$ cat config.mk
export PLATFORM = sky130hd
export DESIGN_NAME = cdq_ctrl_flat
export DESIGN_NICKNAME = d
export VERILOG_FILES = /design/src/design/cdq_pkg.sv /design/src/design/cdq_if.sv /design/src/design/cdq_ctrl.sv /design/src/flat_wrapper.sv
export SDC_FILE = /design/constraint.sdc
export NUM_CORES = 1
export LEC_CHECK = 0
export BUFFER_PORTS_ARGS = -buffer_cell sky130_fd_sc_hd__buf_2
export CAP_MARGIN = 40
export CORE_MARGIN = 10
export CORE_UTILIZATION = 27
export DETAILED_ROUTE_END_ITERATION = 8
export PLACE_DENSITY_LB_ADDON = 0.3
export SYNTH_ARGS = -nofsm -noshare
export SYNTH_HDL_FRONTEND = slang
export SYNTH_SLANG_ARGS = --single-unit
$ cat constraint.sdc
create_clock -name clk -period 10.08 [get_ports clk]
set_clock_uncertainty 0.15 [all_clocks]
set_input_delay 1.008 -clock clk [delete_from_list [all_inputs] [get_ports clk]]
set_output_delay 1.008 -clock clk [all_outputs]
set_load 0.02 [all_outputs]
$ cat src/design/cdq_pkg.sv
// Shared types and constants for the circular double-ended queue.
package cdq_pkg;

	localparam int DATA_W    = 32;
	localparam int FILL_W    = 11;
	localparam int DEPTH_DEF = 1024;

	typedef enum logic [1:0] {
		REQ_PUSH_FRONT = 2'd0,
		REQ_PUSH_BACK  = 2'd1,
		REQ_POP_FRONT  = 2'd2,
		REQ_POP_BACK   = 2'd3
	} cdq_req_t;

	typedef enum logic [1:0] {
		STAT_DONE  = 2'd0,
		STAT_FULL  = 2'd1,
		STAT_EMPTY = 2'd2
	} cdq_status_t;

	// Strobes from the control logic to the word store
	typedef struct packed {
		logic wr_en;
		logic rd_en;
	} cdq_mem_ctl_t;

endpackage

$ cat src/design/cdq_if.sv
// Request and response channel interfaces of the queue.
interface cdq_req_if;
	import cdq_pkg::*;
	logic                     valid;
	logic                     ready;
	cdq_req_t                 req_type;
	logic signed [DATA_W-1:0] push_value;

	modport source (output valid, output req_type, output push_value, input ready);
	modport sink (input valid, input req_type, input push_value, output ready);
endinterface

interface cdq_rsp_if;
	import cdq_pkg::*;
	logic                     valid;
	logic                     ready;
	cdq_status_t              status;
	logic signed [DATA_W-1:0] front_value;
	logic signed [DATA_W-1:0] rear_value;
	logic [FILL_W-1:0]        fill_count;

	modport source (output valid, output status, output front_value, output rear_value,
		output fill_count, input ready);
	modport sink (input valid, input status, input front_value, input rear_value,
		input fill_count, output ready);
endinterface

$ cat src/design/cdq_ctrl.sv
// Pointer, fill and sequencing logic with the response register.
module cdq_ctrl #(
	parameter int DEPTH = cdq_pkg::DEPTH_DEF,
	parameter int AW    = $clog2(DEPTH),
	parameter int CW    = $clog2(DEPTH + 1)
) (
	input  logic                              clk,
	input  logic                              arst_n,
	cdq_req_if.sink                           req,
	cdq_rsp_if.source                         rsp,
	output cdq_pkg::cdq_mem_ctl_t             mem_ctl,
	output logic [AW-1:0]                     wr_addr,
	output logic signed [cdq_pkg::DATA_W-1:0] wr_data,
	output logic [AW-1:0]                     rd_addr_front,
	output logic [AW-1:0]                     rd_addr_rear,
	input  logic signed [cdq_pkg::DATA_W-1:0] rd_front,
	input  logic signed [cdq_pkg::DATA_W-1:0] rd_rear
);
	import cdq_pkg::*;

	typedef enum logic [2:0] {
		ST_IDLE = 3'b001,
		ST_RD   = 3'b010,
		ST_LD   = 3'b100
	} cdq_state_t;

	localparam logic [AW-1:0] LAST_IDX = AW'(DEPTH - 1);
	localparam logic [CW-1:0] FULL_CNT = CW'(DEPTH);

	cdq_state_t    state_q;
	logic [AW-1:0] head_q, tail_q;
	logic [CW-1:0] fill_q;
	cdq_status_t   stat_q;

	logic [AW-1:0] head_d, tail_d;
	logic [CW-1:0] fill_d;
	cdq_status_t   stat_d;
	logic          push_wr;
	logic          accept;
	logic          load_out;
	logic          out_valid_q;
	logic [FILL_W-1:0] fill_out;

	function automatic logic [AW-1:0] wrap_inc(input logic [AW-1:0] i);
		return (i == LAST_IDX) ? '0 : i + AW'(1);
	endfunction

	function automatic logic [AW-1:0] wrap_dec(input logic [AW-1:0] i);
		return (i == '0) ? LAST_IDX : i - AW'(1);
	endfunction

	assign accept    = req.valid && req.ready;
	assign req.ready = (state_q == ST_IDLE);
	assign load_out  = (state_q == ST_LD) && (!out_valid_q || rsp.ready);

	// Work out the next pointers, fill and status of a request
	always_comb begin
		head_d  = head_q;
		tail_d  = tail_q;
		fill_d  = fill_q;
		stat_d  = STAT_DONE;
		push_wr = 1'b0;
		wr_addr = tail_q;
		unique case (req.req_type)
			REQ_PUSH_FRONT: begin
				if (fill_q == FULL_CNT) begin
					stat_d = STAT_FULL;
				end else begin
					head_d  = wrap_dec(head_q);
					wr_addr = head_d;
					push_wr = 1'b1;
					fill_d  = fill_q + CW'(1);
				end
			end
			REQ_PUSH_BACK: begin
				if (fill_q == FULL_CNT) begin
					stat_d = STAT_FULL;
				end else begin
					wr_addr = tail_q;
					tail_d  = wrap_inc(tail_q);
					push_wr = 1'b1;
					fill_d  = fill_q + CW'(1);
				end
			end
			REQ_POP_FRONT: begin
				if (fill_q == '0) begin
					stat_d = STAT_EMPTY;
				end else begin
					head_d = wrap_inc(head_q);
					fill_d = fill_q - CW'(1);
				end
			end
			REQ_POP_BACK: begin
				if (fill_q == '0) begin
					stat_d = STAT_EMPTY;
				end else begin
					tail_d = wrap_dec(tail_q);
					fill_d = fill_q - CW'(1);
				end
			end
			default: begin
				stat_d = STAT_DONE;
			end
		endcase
	end

	assign wr_data        = req.push_value;
	assign mem_ctl.wr_en  = accept && push_wr;
	assign mem_ctl.rd_en  = (state_q == ST_RD);
	assign rd_addr_front  = head_q;
	assign rd_addr_rear   = wrap_dec(tail_q);

	// Fit the fill count to the response field
	generate
		if (CW >= FILL_W) begin : g_fill_trunc
			assign fill_out = fill_q[FILL_W-1:0];
		end else begin : g_fill_ext
			assign fill_out = {{(FILL_W - CW){1'b0}}, fill_q};
		end
	endgenerate

	// Advance the sequencer and hold the queue state
	always_ff @(posedge clk or negedge arst_n) begin
		if (!arst_n) begin
			state_q <= ST_IDLE;
			head_q  <= '0;
			tail_q  <= '0;
			fill_q  <= '0;
			stat_q  <= STAT_DONE;
		end else begin
			unique case (state_q)
				ST_IDLE: begin
					if (accept) begin
						head_q  <= head_d;
						tail_q  <= tail_d;
						fill_q  <= fill_d;
						stat_q  <= stat_d;
						state_q <= ST_RD;
					end
				end
				ST_RD: begin
					state_q <= ST_LD;
				end
				ST_LD: begin
					if (load_out) begin
						state_q <= ST_IDLE;
					end
				end
				default: begin
					state_q <= ST_IDLE;
				end
			endcase
		end
	end

	// Hold the response word until it is taken
	always_ff @(posedge clk or negedge arst_n) begin
		if (!arst_n) begin
			out_valid_q <= 1'b0;
		end else if (load_out) begin
			out_valid_q <= 1'b1;
		end else if (rsp.ready) begin
			out_valid_q <= 1'b0;
		end
	end

	// Load the response payload; drop the words of an empty queue
	always_ff @(posedge clk) begin
		if (load_out) begin
			rsp.status      <= stat_q;
			rsp.fill_count  <= fill_out;
			rsp.front_value <= (fill_q == '0) ? '0 : rd_front;
			rsp.rear_value  <= (fill_q == '0) ? '0 : rd_rear;
		end
	end

	assign rsp.valid = out_valid_q;

endmodule

$ cat src/flat_wrapper.sv
// flat-port wrapper written by rule: the top's interface ports become plain ports
module cdq_ctrl_flat import cdq_pkg::*;
#(
	parameter int DEPTH = cdq_pkg::DEPTH_DEF,
	parameter int AW    = $clog2(DEPTH),
	parameter int CW    = $clog2(DEPTH + 1)
)
  (clk, arst_n, mem_ctl, wr_addr, wr_data, rd_addr_front, rd_addr_rear, rd_front, rd_rear, req_valid, req_req_type, req_push_value, req_ready, rsp_valid, rsp_status, rsp_front_value, rsp_rear_value, rsp_fill_count, rsp_ready);
  cdq_req_if req_i ();
  cdq_rsp_if rsp_i ();
  input  logic clk;
  input  logic arst_n;
  output cdq_pkg::cdq_mem_ctl_t mem_ctl;
  output logic [AW-1:0] wr_addr;
  output logic signed [cdq_pkg::DATA_W-1:0] wr_data;
  output logic [AW-1:0] rd_addr_front;
  output logic [AW-1:0] rd_addr_rear;
  input  logic signed [cdq_pkg::DATA_W-1:0] rd_front;
  input  logic signed [cdq_pkg::DATA_W-1:0] rd_rear;
  input wire logic [$bits(req_i.valid)-1:0] req_valid;
  input wire logic [$bits(req_i.req_type)-1:0] req_req_type;
  input wire logic [$bits(req_i.push_value)-1:0] req_push_value;
  output wire logic [$bits(req_i.ready)-1:0] req_ready;
  output wire logic [$bits(rsp_i.valid)-1:0] rsp_valid;
  output wire logic [$bits(rsp_i.status)-1:0] rsp_status;
  output wire logic [$bits(rsp_i.front_value)-1:0] rsp_front_value;
  output wire logic [$bits(rsp_i.rear_value)-1:0] rsp_rear_value;
  output wire logic [$bits(rsp_i.fill_count)-1:0] rsp_fill_count;
  input wire logic [$bits(rsp_i.ready)-1:0] rsp_ready;
  assign req_i.valid = req_valid;
  assign req_i.req_type = req_req_type;
  assign req_i.push_value = req_push_value;
  assign req_ready = req_i.ready;
  assign rsp_valid = rsp_i.valid;
  assign rsp_status = rsp_i.status;
  assign rsp_front_value = rsp_i.front_value;
  assign rsp_rear_value = rsp_i.rear_value;
  assign rsp_fill_count = rsp_i.fill_count;
  assign rsp_i.ready = rsp_ready;
  cdq_ctrl #(.DEPTH(DEPTH), .AW(AW), .CW(CW)) u_core (.clk(clk), .arst_n(arst_n), .req(req_i), .rsp(rsp_i), .mem_ctl(mem_ctl), .wr_addr(wr_addr), .wr_data(wr_data), .rd_addr_front(rd_addr_front), .rd_addr_rear(rd_addr_rear), .rd_front(rd_front), .rd_rear(rd_rear));
endmodule
* Word-level counts from Yosys, hierarchy flattened *
Cells that the tools add are included.

cells by class
  $add $sub $neg = 6
  eq/ne operators = 17
  multiplexer cells = 25
  reductions and logical operators = 19

operators by type and width
  cell                                                count
  two-way mux 10 bit                                  10
  case mux 10 bit (2 select lines)                    2
  two-way mux 11 bit                                  2
  case mux 11 bit (2 select lines)                    1
  adder 10 x 1 -> 10 bit, second input constant       2
  == test 10 bit, second input constant               2
  zero test 10 bit                                    2
  subtractor 10 x 1 -> 10 bit, second input constant  2
  inequality test 2 bit, second input constant        7
  adder 11 x 1 -> 11 bit, second input constant       1
  == test 11 bit, second input constant               1
  zero test 11 bit                                    1
  subtractor 11 x 1 -> 11 bit, second input constant  1
  AND reduction 5 bit                                 2
  case mux 3 bit (3 select lines)                     1
  two-way mux 3 bit                                   2
  nonzero test 2 bit                                  3
  two-way mux 1 bit                                   5
  == test 2 bit, second input constant                2
  case mux 2 bit (2 select lines)                     1
  AND reduction 2 bit                                 2
  AND reduction 4 bit                                 1
  OR reduction 2 bit                                  2
  == test 3 x 1 -> 1 bit, second input constant       1
  9 further kinds                                     11

storage, ports and cells
  flip-flop bits (word level) = 114
  input bits = 102
  output and inout port bits = 143
  logic and storage cells = 77

* Logic depth before layout (Yosys ltp) *
Gate-level depths: netlist of run 1.

  depth in word-level cells = 5
  mapped depth = 8
  mapped depth without buffers = 7

* Worst setup path after synthesis of run 1 *
Ideal clock, no wire load.

  kind = input-to-reg
  start point = in rsp_ready
  end point = reg u_core.rsp.fill_count[0], enable pin
  library setup time = 0.512 ns
  data arrival time = 4.282 ns
  data required time = 9.418 ns
  setup slack = 5.136 ns
  cell stages on the path = 2
  path buffers = 0
  path through = nor2b_1 -> nor2_1

between the ends
  cells in the longest elaborated chain, start to end = 2

ends and longest elaborated chain
  item                  RTL line            RTL
  from (decl)           flat_wrapper.sv:29  input wire logic [$bits(rsp_i.ready)-1:0] rsp_ready;
  logical OR 1 bit      cdq_ctrl.sv:54      assign load_out = (state_q == ST_LD) && (!out_valid_q || rsp.ready);
  logical AND 1 bit     cdq_ctrl.sv:54
  net u_core.load_out   cdq_ctrl.sv:40      logic load_out;
  to (signal assigned)  cdq_ctrl.sv:171     rsp.fill_count <= fill_out;
  to (decl)             cdq_if.sv:23        output fill_count, input ready);

The timed path passes the listed nets, and every way through them passes these cells.
A chain may end at the register's enable or synchronous reset.

* Final worst setup path of run 1 *
  start point = reg u_core.head_q[0] (netlist: u_core.rd_addr_front[0])
  end point = out wr_addr[7]

between the ends
  cells in the longest elaborated chain, start to end = 4
  elaborated cells between the ends (all ways) = 5
  classes of those cells = add/sub: 1; mux: 3; reduce/logical: 1

ends and longest elaborated chain
  item                                                                    RTL line            RTL
  from (decl)                                                             cdq_ctrl.sv:31      logic [AW-1:0] head_q, tail_q;
  from (signal assigned)                                                  cdq_ctrl.sv:126     head_q <= '0;
  from (signal assigned)                                                  cdq_ctrl.sv:134     head_q <= head_d;
  subtractor 10 x 1 -> 10 bit / zero test 10 bit (equally long branches)  cdq_ctrl.sv:49      return (i == '0) ? LAST_IDX : i - AW'(1);
  two-way mux 10 bit *                                                    cdq_ctrl.sv:49
  two-way mux 10 bit *                                                    cdq_ctrl.sv:66      if (fill_q == FULL_CNT) begin
  two-way mux 10 bit *                                                    n/a
  to (decl)                                                               flat_wrapper.sv:14  output logic [AW-1:0] wr_addr;

Mark *: on every way between the ends. The rest lies on a longest branch, timed or not.

==> results.md, run 1 <==
Detailed routing:
- The number of detailed-route iterations in the first pass is 4.
- The ratio of routed vias to standard cells is 4.74.
- After detailed routing, the total wire length is 17500 µm.
- The number of vias in the routed layout is 4705.
- In the final routed layout, each cell accounts on average for 17.6 µm.
- After detailed routing, the number of remaining DRC violations is 0.
- The count of nets left with antenna violations once routing finished came out at 0.
- The detailed router finished its first iteration with 350 violations.

Yosys:
- Of the total synthesized cell area, the portion taken by XOR and XNOR cells is 3.72%.
- The multiplexer fraction of the synthesized cell area is 0.696%.
- The area of the mapped netlist is 6110 µm².
- The proportion of netlist area held by the largest area contributor is 37.8%.
- In the post-synthesis netlist, the biggest area contributors are sky130_fd_sc_hd__edfxtp_1 38%, sky130_fd_sc_hd__dfrtp_1 15%, sky130_fd_sc_hd__nor2b_1 6.8%.
- The compound-cell area share of the yosys netlist is 12.0%.
- The count of yosys warnings during synthesis is 0.
- The dominant combinational cell family by area after synthesis is simple AND/OR/NAND/NOR gates.
- After synthesis, the share of flip-flops with an asynchronous set or reset is 32.5%.
- The largest area contributor in the synthesized netlist is sky130_fd_sc_hd__edfxtp_1.
- The number of enable flip-flop cells after synthesis is 77.
- The post-synthesis adder-cell area fraction is 2.99%.
- Yosys mapped the design onto 83 distinct sky130hd cell types.
- For this run, the leading register cell type out of synthesis is sky130_fd_sc_hd__edfxtp_1.
- The number of nets handed over by synthesis was 671.
- Counting flops and latches in the post-synthesis netlist gives 114.
- The mean instance size in the synthesized netlist is 11.0 µm².
- The proportion of synthesized chip area in sequential cells is 53.0%.
- Of the total synthesized cell area, the portion taken by AND, OR, NAND and NOR gates is 20.4%.
- The cell count after synthesis came out at 555.

Placement:
- The number of buffers added on ports is 180.
- Detailed placement finished with a half-perimeter wire length of 13000 µm.
- The congestion estimate from routability-driven global placement came to 0.787.

Global routing:
- Global routing finished with a remaining overflow of 0.
- Entering global routing, the biggest net connects 66 pins.
- The initial antenna violation count came to 0.
- The number of global-route vias before repair is 4589.
- The first-pass GRT wire length is 26900 µm.
- Across every metal layer, demand over resource in global routing totals 11.7%.

Floorplanning:
- The die is 170 µm tall.
- The overall die area is 29100 µm².
- Measured along the x axis, the die boundary spans 170 µm.
- In this run the standard cell core region covers 22400 µm².
- The effective utilization at floorplan is 27.3%.
- The count of boundary I/O pins is 245.
- In this run the core area contains 55 standard-cell rows.

Worst setup path:
- The slack of the worst reg-to-reg path is 7.59 ns.
- The worst setup path is captured at a primary output.
- At the worst endpoint, the required time is 8.92 ns.
- The startpoint type of the worst setup path is a flop.
- Along the worst path, the maximum fanout reaches 10.
- Data on the critical path arrives at its endpoint at 2.59 ns.
- The endpoint identified for the worst register-to-register timing path is u_core.tail_q[5].
- The startpoint identified for the worst register-to-register timing path is u_core.tail_q[0].
- The kind of critical path is reg -> out.
- The worst register-to-register path has a depth of 6.

CTS:
- The clock passes through at most 2 buffers.
- The clock-pin slew on the worst setup and hold paths is 0.06 ns.
- The TritonCTS buffer count is 17.
- The number of setup buffers added after CTS is 0.
- In this run the number of H-tree levels came out at 4.
- The hold-fix buffer count after cts is 0.
- For the worst-skew pair, the clock arrives at the later sink with an insertion delay of 0.40 ns.
- The number of gates resized after cts is 0.
- The clock tree from TritonCTS is built.
- CTS placed an instance of sky130_fd_sc_hd__clkbuf_16 at the clock tree root.
- The clock drives 114 sinks.

Pwr:
- Combinational logic burns 33.6% of the power.
- The relative contribution of sequential cells to total power is 35.8%.
- In this run the power spent charging and discharging nets is 0.809 mW.
- The switching part of the total power is 38.5%.
- IR analysis of the VDD net gives a maximum drop of 0.000119 V.
- The power density over the cells is 274 nW/µm².
- Overall power consumption after layout is estimated at 2.10 mW.
- The clock share of power is 30.6%.
- Internal power comes to 1.29 mW.
- The static leakage power is 3.19 nW.

STA:
- The headroom to the max-slew limit is 45.8%.
- Dividing the final minimum period by the clock period gives 37.2%.
- Setup repair after global routing left no endpoint under its margin.
- Counting I/O delays and the setup requirement, the final critical path takes 3.75 ns.
- For this run, the top clock speed supported by timing is 267 MHz.
- The max-slew violation total from the final report came to 0.
- The hold violation total from the final report is 0.
- For the pin with the worst max-slew slack, the measured transition is 0.812 ns.
- The final count of negative-setup-slack endpoints is 0.
- Setup total negative slack on the finished layout was measured at 0 ns.

Min path:
- The startpoint of the worst hold path is u_core.stat_q[1].
- The worst hold path was traced through 0 stages.
- The tightest min-delay check is of the reg -> reg type.
- The worst hold path terminates at u_core.rsp.status[1].

Final layout:
- The area growth from synthesis to layout is 25.3%.
- The final net count is 811.
- The library cells used most frequently in the layout, excluding fill and tap cells, are 180 x sky130_fd_sc_hd__buf_2, 77 x sky130_fd_sc_hd__edfxtp_1, 66 x sky130_fd_sc_hd__nor2b_1, 45 x sky130_fd_sc_hd__nand2_1, 36 x sky130_fd_sc_hd__dfrtp_1.
- The number of fillers in the final layout is 2265.
- The library cell used most frequently in the layout, excluding fill and tap cells, is sky130_fd_sc_hd__buf_2.
- The antenna diode count is 0.
- The fraction of layout instances using a drive strength above 1 is 34.2%.

Outcome:
- The flow ran to the end, and the final reports show no timing, DRC or antenna violations.

Run:
- The max capacitance violation total is 0.
-- registers in the layout (all words and copies together), names as in the netlist --
signal,count
u_core.rsp.valid,1
u_core.rsp.rear_value,32
u_core.rsp.status,2
u_core.rsp.fill_count,11
u_core.stat_q,2
u_core.rd_addr_front,10
u_core.fill_out,11
u_core.state_q,3
u_core.tail_q,10
u_core.rsp.front_value,32
-- area by class of cell --
cell class                 count  area [µm²]  area share [%]
clock buffer                  17         425            5.55
clock inverter                14         206            2.70
inverter                      13        50.0           0.653
multi-input combinational    365        2440            31.8
sequential                   114        3240            42.3
tap                          285         357            4.66
timing repair buffer         184         943            12.3
-- cells in the mapped netlist (all sizes together) (3+ instances only) --
cell type	instances
dfrtp	36
nor3b	3
nand4	7
inv	12
xnor2	14
buf	53
nand3	20
a22o	5
edfxtp	77
nor2	31
clkbuf	10
or3	3
nor2b	66
and2	6
a31oi	10
a21o	3
nor4	4
xor2	12
nor3	11
o211ai	3
a2bb2oi	3
ha	13
a21oi	15
or4	3
nand2	47
o21ai	28
and4	3
o31ai	5
and3	3
-- how the worst max path moves through the flow --
| stage | depth (start not counted) | start | slack, ns | end |
|---|---|---|---|---|
| 6_report | 7 | u_core.rd_addr_front[0] | 6.33 | wr_addr[7] |
| 5_1_grt | 7 | u_core.rd_addr_front[0] | 6.19 | wr_addr[7] |
| 4_1_cts | 7 | u_core.rd_addr_front[0] | 6.29 | wr_addr[7] |
| 3_5_place_dp | 5 | req_req_type[1] | 6.65 | wr_addr[1] |
| 3_3_place_gp | 5 | req_req_type[1] | 6.66 | wr_addr[1] |
| 2_1_floorplan | 2 | rsp_ready | 5.14 | u_core.rsp.fill_count[0] |
-- power groups by stage --
| stage | Clock, mW | Combinational, mW | Sequential (mW) |
|---|---|---|---|
| after floorplan | 0 | 0.560 | 0.712 |
| after global placement | 0 | 0.711 | 0.760 |
| after detailed placement | 0 | 0.714 | 0.758 |
| after CTS | 0.663 | 0.718 | 0.749 |
| after global routing | 0.686 | 0.791 | 0.770 |
| final | 0.643 | 0.705 | 0.751 |
-- kinds of logic (layout without fill, tap and decap cells) --
kind of cell               Yosys count  in the layout
xor gates and xnor gates            26             26
muxes                                4              4
and+or+nand+nor                    218            218
AOI/OAI and AO/OA                  103            103
DFF                                114            114
buffers and inverters               76            228
adders and majority gates           14             14
-- through the flow --
step	cell area, µm²	util, %	instances	hold slack [ns]	setup WS (ns)
6_report	7660	34.1	992	0.299	6.33
3_3_place_gp	7000	31.2	959	0.284	6.66
2_1_floorplan	6110	-	555	0.275	5.14
3_5_place_dp	7030	31.3	961	0.292	6.65
4_1_cts	7660	34.1	992	0.305	6.29
5_1_grt	7660	34.1	992	0.319	6.19
-- per-layer routing --
layer	wire length [µm]	GRT usage [%]	share of wire, %	vias to the layer above
li1	-	-	-	2268
met1	8140	15.6	47	2182
met2	7310	17.2	42	226
met3	1810	4.52	10	29
met4	214	3.51	1.2	0
met5	0	0	0	-
-- critical path, cell delays in order, from the launching register on --
cell,delay [ns]
sky130_fd_sc_hd__dfrtp_1,0.49
sky130_fd_sc_hd__inv_1,0.10
sky130_fd_sc_hd__ha_1,0.38
sky130_fd_sc_hd__or4b_4,0.54
sky130_fd_sc_hd__o2bb2a_4,0.21
sky130_fd_sc_hd__a2bb2oi_1,0.14
sky130_fd_sc_hd__o21ai_1,0.13
sky130_fd_sc_hd__buf_2,0.18
(Power assumes the default switching activity.)
==> run 2: changes to the inputs <==
- ABC_AREA: default -> 1
- clock period: 10.08 -> 3.7 ns (I/O delays scaled with it)
==> run 2 against run 1 <==
Effect of this change:
- count of clock-buffer cells in the layout unchanged
- area after synthesis increased by 4.7%
- first-iteration DRC count is 12% lower
- largest cell class unchanged
- clock power up 140%
- register-to-register slack worse by 6.0 ns
- wire length rose by 1.2%
- utilization about the same
- via count rose by 14%
- sequential power rose to 2.5 times the previous value
- largest power group is now combinational cells
- worst setup slack lost 5.5 ns
- non-clock buffer count up 2
==> results.md, run 2 <==
Outcome:
- The flow ran to the end, and the final reports show no timing, DRC or antenna violations.

Floorplanning:
- The count of boundary I/O pins is 245 (unchanged).
- The overall die area was 30300 µm² (+4.1%).
- The die outline height is 174 µm (+2.1%).
- The effective utilization at floorplan is 27.4% (+0.10 points).
- The floorplan core area came to 23400 µm² (+4.3%).
- The x dimension of the die was 174 µm (+2.1%).
- The row count is 56 (+1.8%).

STA:
- The final count of negative-setup-slack endpoints is 0 (unchanged).
- Timing would allow up to 351 MHz.
- After layout, the worst path uses 77.0% of the clock period.
- The minimum clock period is 2.85 ns.
- The hold violation total from the final report is 0 (unchanged).
- The headroom to the max-slew limit is 54.2% (+8.4 points).
- The sum of negative setup slack came to 0 ns (unchanged).
- The max-slew violation total from the final report is 0 (unchanged).
- The pin slew with the least headroom to its limit is 0.687 ns (-0.125 ns).
- The tightest hold margin came to 0.0976 ns (-0.202 ns).
- The worst setup slack after layout was 0.852 ns (-5.48 ns).
- Setup repair after global routing left no endpoint under its margin.

Final layout:
- The number of fillers in the final layout is 2516 (+11%).
- In the layout the commonest cells are 192 x sky130_fd_sc_hd__nand2_1, 180 x sky130_fd_sc_hd__buf_2, 113 x sky130_fd_sc_hd__nor2_1, 108 x sky130_fd_sc_hd__inv_1, 77 x sky130_fd_sc_hd__edfxtp_1.
- The antenna diode count is 0 (unchanged).
- The most common cell after layout, fill and taps aside is sky130_fd_sc_hd__nand2_1.
- The final net count is 1039 (+28%).
- The fraction of layout instances using a drive strength above 1 is 29.3% (-5.0 points).
- The fraction of the core area covered by cells at the end of the flow is 34.1% (about the same).
- The final cell area excluding filler cells is 7990 µm² (+4.3%).
- The area growth from synthesis to layout is 24.8%.
- The final instance count without filler cells was 1255 (+27%).
- The largest registers in the layout are u_core.rsp.front_value: 32 flops, u_core.rsp.rear_value: 32 flops.

Worst setup path:
- The startpoint type of the worst setup path is a flop.
- The data arrival time of the critical path is 2.33 ns (-0.26 ns).
- The required time of the critical path is 3.18 ns (-5.74 ns).
- The slowest cell on the critical path is sky130_fd_sc_hd__dfrtp_1.
- The highest fanout seen on the critical path is 8 (-2).
- The delay contributed by the slowest stage of the critical path is 0.48 ns (-0.06 ns).
- Traced cell by cell, the critical path runs through inv_1, ha_1, nand2_1, nor2_2, nand3_1, nand3_1, nand2_1, o21ai_1, buf_2.
- By startpoint and endpoint, the worst setup path is classified as reg -> out.
- The worst setup path is captured at a primary output.

Yosys:
- The post-synthesis register bit count is 114 (unchanged).
- The proportion of netlist area held by the largest area contributor was 36.1% (-1.7 points).
- The distinct cell type count after synthesis is 35 (-58%).
- In the post-synthesis netlist, the biggest area contributors are sky130_fd_sc_hd__edfxtp_1 36%, sky130_fd_sc_hd__dfrtp_1 14%, sky130_fd_sc_hd__nand2_1 11%.
- The mean instance size in the synthesized netlist is 8.37 µm² (-24%).
- By instance count, the leading cell after synthesis is sky130_fd_sc_hd__nand2_1.
- The most instantiated flip-flop cell in the synthesis netlist is sky130_fd_sc_hd__edfxtp_1.
- The count of yosys warnings during synthesis is 0 (unchanged).
- The proportion of register bits with asynchronous set or reset after synthesis is 32.5% (unchanged).
- The proportion of synthesized chip area in sequential cells is 50.6% (-2.4 points).
- The number of enable flip-flop cells after synthesis is 77 (unchanged).
- The area of the mapped netlist is 6400 µm² (+4.7%).
- Counting instances in the post-synthesis netlist gives the leading cell types as 192 x sky130_fd_sc_hd__nand2_1, 114 x sky130_fd_sc_hd__nor2_1, 108 x sky130_fd_sc_hd__inv_1, 77 x sky130_fd_sc_hd__edfxtp_1, 53 x sky130_fd_sc_hd__nand3_1.
- The synthesized netlist net count was 881 (+31%).
- The number of standard cells after synthesis is 765 (+38%).
- The largest area contributor in the synthesized netlist is sky130_fd_sc_hd__edfxtp_1.

Pwr:
- The power density over the cells is 749 nW/µm² (+170%).
- The maximum VDD drop was 0.000525 V (+340%).
- The static leakage power is 3.91 nW (+22%).
- The total power is 5.99 mW (+190%).

Global routing:
- The first-pass GRT wire length came to 28400 µm (+5.6%).
- The overall global routing resource usage was 11.5% (-0.21 points).
- The initial antenna violation count was 1 (+1).
- The total overflow reported by the global router is 0 (unchanged).
- The number of global-route vias before repair is 5222 (+14%).
- The pin count of the biggest net entering global routing is 55 (-17%).

CTS:
- The number of levels in the clock H-tree came to 4 (unchanged).
- The clock-pin slew on the worst setup and hold paths was 0.06 ns (about the same).
- The number of setup buffers added after CTS was 0 (unchanged).
- The TritonCTS buffer count is 17 (unchanged).
- The worst-skew pair later-pin latency is 0.41 ns (about the same).
- The maximum count of clock buffers along a single path came to 2 (unchanged).
- The clock tree from TritonCTS is built.
- The cell sitting at the root of the clock tree is a sky130_fd_sc_hd__clkbuf_16.
- The count of clock tree sinks is 114 (unchanged).

Detailed routing:
- The sum of routed wire length over all layers is 17700 µm (+1.2%).
- The number of vias in the routed layout is 5343 (+14%).
- The remaining antenna violation count after routing is 0 (unchanged).
- The first-iteration detailed-routing DRC count is 308 (-12%).
- The average wire per standard cell came to 14.1 µm (-20%).
- The ratio of routed vias to standard cells is 4.26 (-10%).
- The number of detailed-route iterations in the first pass is 4 (unchanged).
- The number of remaining DRC errors came to 0 (unchanged).

Placement:
- The total instance count after detailed placement is 1222 (+27%).
- The post-placement worst setup slack is 1.29 ns (-5.36 ns).
- The placed wire-length estimate after detailed placement is 13600 µm (+4.7%).
- The final RePlAce weighted congestion is 0.885 (+13%).
- The number of buffers added on ports is 180 (unchanged).
- The cell area after placement is 7430 µm² (+5.8%).

Run:
- The max capacitance violation total is 0 (unchanged).

Min path:
- The path class of the tightest hold or removal check is in -> reg.
[run 2: changes by cell type after synthesis, sizes merged, moves of 19 or more]
cell / delta
nand2: +151
inv: +110
nor2: +95
nor2b: -66
nand3: +36
o21ai: +19
[run 2: final timing paths]
check | start | to | slack [ns] | cells after the start
min reg2reg | u_core.stat_q[1] | u_core.rsp.status[1] | 0.29 | 0
max reg2reg | u_core.rd_addr_front[0] | u_core.rd_addr_front[3] | 1.57 | 10
max in group asynchronous | arst_n | u_core.state_q[0] | 2.71 | 3
min in group asynchronous | arst_n | u_core.rd_addr_front[7] | 0.19 | 2
max | u_core.rd_addr_front[0] | wr_addr[5] | 0.85 | 9
min | req_valid | u_core.state_q[0] | 0.1 | 4
[run 2: layout make-up]
class                   count  area, µm²  share of cell area [%]
clock buffers              17        425                    5.32
clock inverters            15        123                    1.53
inverters                 122        458                    5.73
multi-input cells         482       2370                    29.7
flip-flops and latches    114       3240                    40.5
well taps                 319        399                    5.00
repair buffers            186        973                    12.2
[run 2: repair_timing]
item	CTS	global route
resized for setup	0	0
hold endpoints to repair	36	0
hold buffers	1	0
[run 2: logic make-up (layout without fill, tap and decap cells)]
kind of cell | count (synthesis) | in the layout | share of synthesized area [%]
flops | 114 | 114 | 50.6
fa+ha+maj | 14 | 14 | 2.85
simple gates | 396 | 396 | 26.5
buf+inv | 169 | 340 | 12.5
compound gates | 60 | 60 | 5.92
mux | 1 | 1 | 0.176
xor+xnor | 11 | 11 | 1.50
[run 2: per-layer routing]
layer | vias to the layer above | part of all wire [%] | track usage (%)
li1 | 2716 | - | -
met2 | 199 | 43 | 17.6
met5 | - | 0.10 | 0
met4 | 2 | 0.90 | 3.42
met3 | 19 | 9.1 | 4.44
met1 | 2407 | 47 | 14.8
[run 2: critical path, delay by kind of cell (launching register included)]
family	cells	cell delay, ns
adders and majority gates	1	0.23
buffers and inverters	2	0.42
AOI/OAI and AO/OA	1	0.08
DFF	1	0.48
and+or+nand+nor	5	0.71
[run 2: power breakdown]
part	internal [mW]	switching, mW
logic	0.850	1.71
clock network	0.874	0.649
registers	1.65	0.257
==> run 3: changes to the inputs <==
- ABC_AREA: 1 -> 0
- clock period: 3.7 -> 2.4 ns (I/O delays scaled with it)
==> run 3 against run 2 <==
Effect of this change:
- the flow now finishes with violations (setup timing)
- sequential power grew 56%
- worst hold slack lost 0.092 ns
- cell area grew 12%
- wire length grew 9.7%
- non-clock buffer count grew 99
- final cell count shrank 13%
- worst setup slack lost 0.98 ns
- total power grew 66%
- critical endpoint is now wr_addr[7]
==> results.md, run 3 (synthesized netlist as in run 1, its figures left out) <==
Outcome:
- The flow ran to the end, but the final reports show violations.
- The checks that failed: setup timing.

Worst setup path:
- The startpoint type of the worst setup path is a flop.
- The critical path starts at u_core.rd_addr_front[1].
- The kind of critical path is reg -> out.
- The signal on the critical path passes through inv_2, ha_4, or4b_4, o2bb2a_4, a2bb2oi_4, o21ai_2, buf_6.
- The delay contributed by the slowest stage of the critical path came to 0.50 ns (+0.02 ns).
- The slowest cell on the critical path is sky130_fd_sc_hd__or4b_4.
- The slack of the worst reg-to-reg path was 0.14 ns (-1.43 ns).
- The total stage count of the critical path is 7 (-2).
- The endpoint identified for the worst register-to-register timing path is u_core.fill_out[10].
- Following the worst setup path forward leads to its endpoint at wr_addr[7].
- The highest fanout seen on the critical path is 4 (-4).
- The cell class contributing the biggest share of worst-path delay is compound AO/OA/AOI/OAI gates.
- The number of buffers and inverters on the critical path is 2 (unchanged).
- The required time of the critical path is 2.01 ns (-1.17 ns).
- The number of cell instances on the worst register-to-register path came to 7 (-3).
- The data arrival time of the critical path is 2.14 ns (-0.19 ns).
- The startpoint identified for the worst register-to-register timing path is u_core.fill_out[1].
- The worst setup path is captured at a primary output.

STA:
- The pin slew with the least headroom to its limit is 0.536 ns (-0.152 ns).
- Setup repair after global routing could not meet its margin everywhere.
- After layout, the minimum clock period comes to 2.53 ns.
- Of the available clock period, the critical path in the final layout requires 106%.
- The max-slew violation total from the final report is 0 (unchanged).
- The headroom to the max-slew limit is 64.3% (+10 points).
- The hold violation total from the final report came to 0 (unchanged).
- The final count of negative-setup-slack endpoints is 5 (+5).
- The worst setup slack after layout came to -0.132 ns (-0.985 ns).
- The top achievable clock speed is 395 MHz.

Detailed routing:
- The sum of routed wire length over all layers is 19400 µm (+9.7%).
- The number of remaining DRC errors is 0 (unchanged).
- The number of detailed-route iterations in the first pass is 5 (+1).
- The remaining antenna violation count after routing is 0 (unchanged).
- The average wire per standard cell is 17.7 µm (+26%).
- The first-iteration detailed-routing DRC count is 357 (+16%).
- The number of vias in the routed layout is 5117 (-4.2%).
- The ratio of routed vias to standard cells is 4.68 (+9.9%).

CTS:
- The maximum count of clock buffers along a single path is 2 (unchanged).
- The clock-pin slew on the worst setup and hold paths is 0.06 ns (about the same).
- The worst-skew pair later-pin latency was 0.40 ns (about the same).
- The buffer cell driving the clock tree root is sky130_fd_sc_hd__clkbuf_16.
- The clock tree from TritonCTS is built.
- The TritonCTS buffer count came to 17 (unchanged).
- The count of clock tree sinks is 114 (unchanged).
- The number of levels in the clock H-tree is 4 (unchanged).

Pwr:
- The switching part of the total power is 38.5% (-5.2 points).
- The power density over the cells was 1110 nW/µm² (+48%).
- The relative contribution of sequential cells to total power is 29.8% (-2.0 points).
- The total power came to 9.94 mW (+66%).
- The maximum VDD drop was 0.000567 V (+8.0%).
- The clock share of power is 26.3% (+0.9 points).
- The relative contribution of combinational cells to total power was 43.9% (+1.1 points).
- The switching power is 3.83 mW (+46%).
- The static leakage power is 3.73 nW (-4.5%).
- The cell-internal power came to 6.11 mW (+81%).

Floorplanning:
- The die outline height is 170 µm (-2.0%).
- The x dimension of the die is 170 µm (-2.0%).
- The overall die area is 29100 µm² (-4.0%).
- The floorplan core area came to 22400 µm² (-4.1%).
- The count of boundary I/O pins came to 245 (unchanged).
- The row count is 55 (-1.8%).
- The effective utilization at floorplan was 27.3% (-0.10 points).

Global routing:
- The number of global-route vias before repair is 5162 (-1.1%).
- The first-pass GRT wire length is 29100 µm (+2.4%).
- The total overflow reported by the global router was 0 (unchanged).
- The initial antenna violation count is 0 (-1).
- The pin count of the biggest net entering global routing is 78 (+42%).
- The overall global routing resource usage came to 12.6% (+1.1 points).

Placement:
- The placed wire-length estimate after detailed placement is 13500 µm (-1.2%).
- The number of buffers added on ports was 180 (unchanged).
- The final RePlAce weighted congestion is 0.798 (-9.8%).
- The post-placement worst setup slack is 0.113 ns (-1.18 ns).

Run:
- The max capacitance violation total is 0 (unchanged).

Final layout:
- In the final layout, the registers with the most flip-flops are u_core.rsp.front_value: 32 flops, u_core.rsp.rear_value: 32 flops.
- Leaving out fill and tap cells, the most frequent cell in the layout is sky130_fd_sc_hd__buf_2.
- The final net count is 913 (-12%).
- Compared with the post-synthesis result, the final layout area differs by 46.6%.
- In the layout the commonest cells are 162 x sky130_fd_sc_hd__buf_2, 77 x sky130_fd_sc_hd__edfxtp_1, 66 x sky130_fd_sc_hd__nor2b_1, 56 x sky130_fd_sc_hd__buf_4, 51 x sky130_fd_sc_hd__dlygate4sd3_1.
- The fraction of layout instances using a drive strength above 1 is 41.3% (+12 points).
- The antenna diode count came to 0 (unchanged).

Min path:
- The startpoint of the worst hold path is rd_front[0].
- The type of the most critical hold path is in -> reg.
## run 3: repair_timing
action,in CTS,in global routing
resized for setup,36,59
pin swaps,6,5
hold buffers,49,2
gates cloned,0,1
setup endpoints to repair,18,25
buffers inserted,15,12
hold endpoints to repair,84,2
## run 3: stage by stage
step / TNS, ns / hold slack (ns) / utilization, % / instance area, µm² / cells
6_report: -0.407 / 0.00572 / 39.9 / 8960 / 1094
5_1_grt: -1.62 / 0.00364 / 39.9 / 8960 / 1094
4_1_cts: -1.08 / 0.000790 / 38.2 / 8580 / 1079
3_5_place_dp: 0 / 0.193 / 32.2 / 7230 / 984
3_3_place_gp: 0 / 0.191 / 32.2 / 7220 / 983
2_1_floorplan: 0 / -0.206 / - / 6130 / 555
## run 3: worst min-delay path by stage
stage / slack, ns / endpoint / cells after the start
6_report: 0.006 / u_core.rsp.front_value[0] / 2
5_1_grt: 0.004 / u_core.rsp.front_value[21] / 2
4_1_cts: 0.0008 / u_core.rsp.front_value[29] / 2
3_5_place_dp: 0.19 / u_core.tail_q[8] / 2
3_3_place_gp: 0.19 / u_core.tail_q[8] / 2
2_1_floorplan: -0.21 / u_core.fill_out[0] / 0
## run 3: area by class of cell
type	count	area, µm²
Sequential cell	114	3250
Tap cell	285	357
Clock inverter	14	180
Clock buffer	17	425
Inverter	13	50.0
Timing Repair Buffer	285	1970
Multi-Input combinational cell	366	2740
Fill cell	2197	13500
## run 3: power groups by stage
stage	clock (mW)	combinational, mW	sequential (mW)
3_3_place_gp	0	3.45	2.94
2_1_floorplan	0	2.36	2.98
6_report	2.62	4.36	2.96
5_1_grt	2.79	4.77	3.01
3_5_place_dp	0	3.46	2.94
4_1_cts	2.68	3.92	2.92
## run 3: metal layers
layer / up-vias / routed length, µm / global-route usage [%]
met5: - / 0 / 0
met4: 0 / 152 / 2.67
met3: 27 / 2060 / 5.53
met2: 229 / 8530 / 19.1
met1: 2410 / 8670 / 16.3
li1: 2451 / - / -
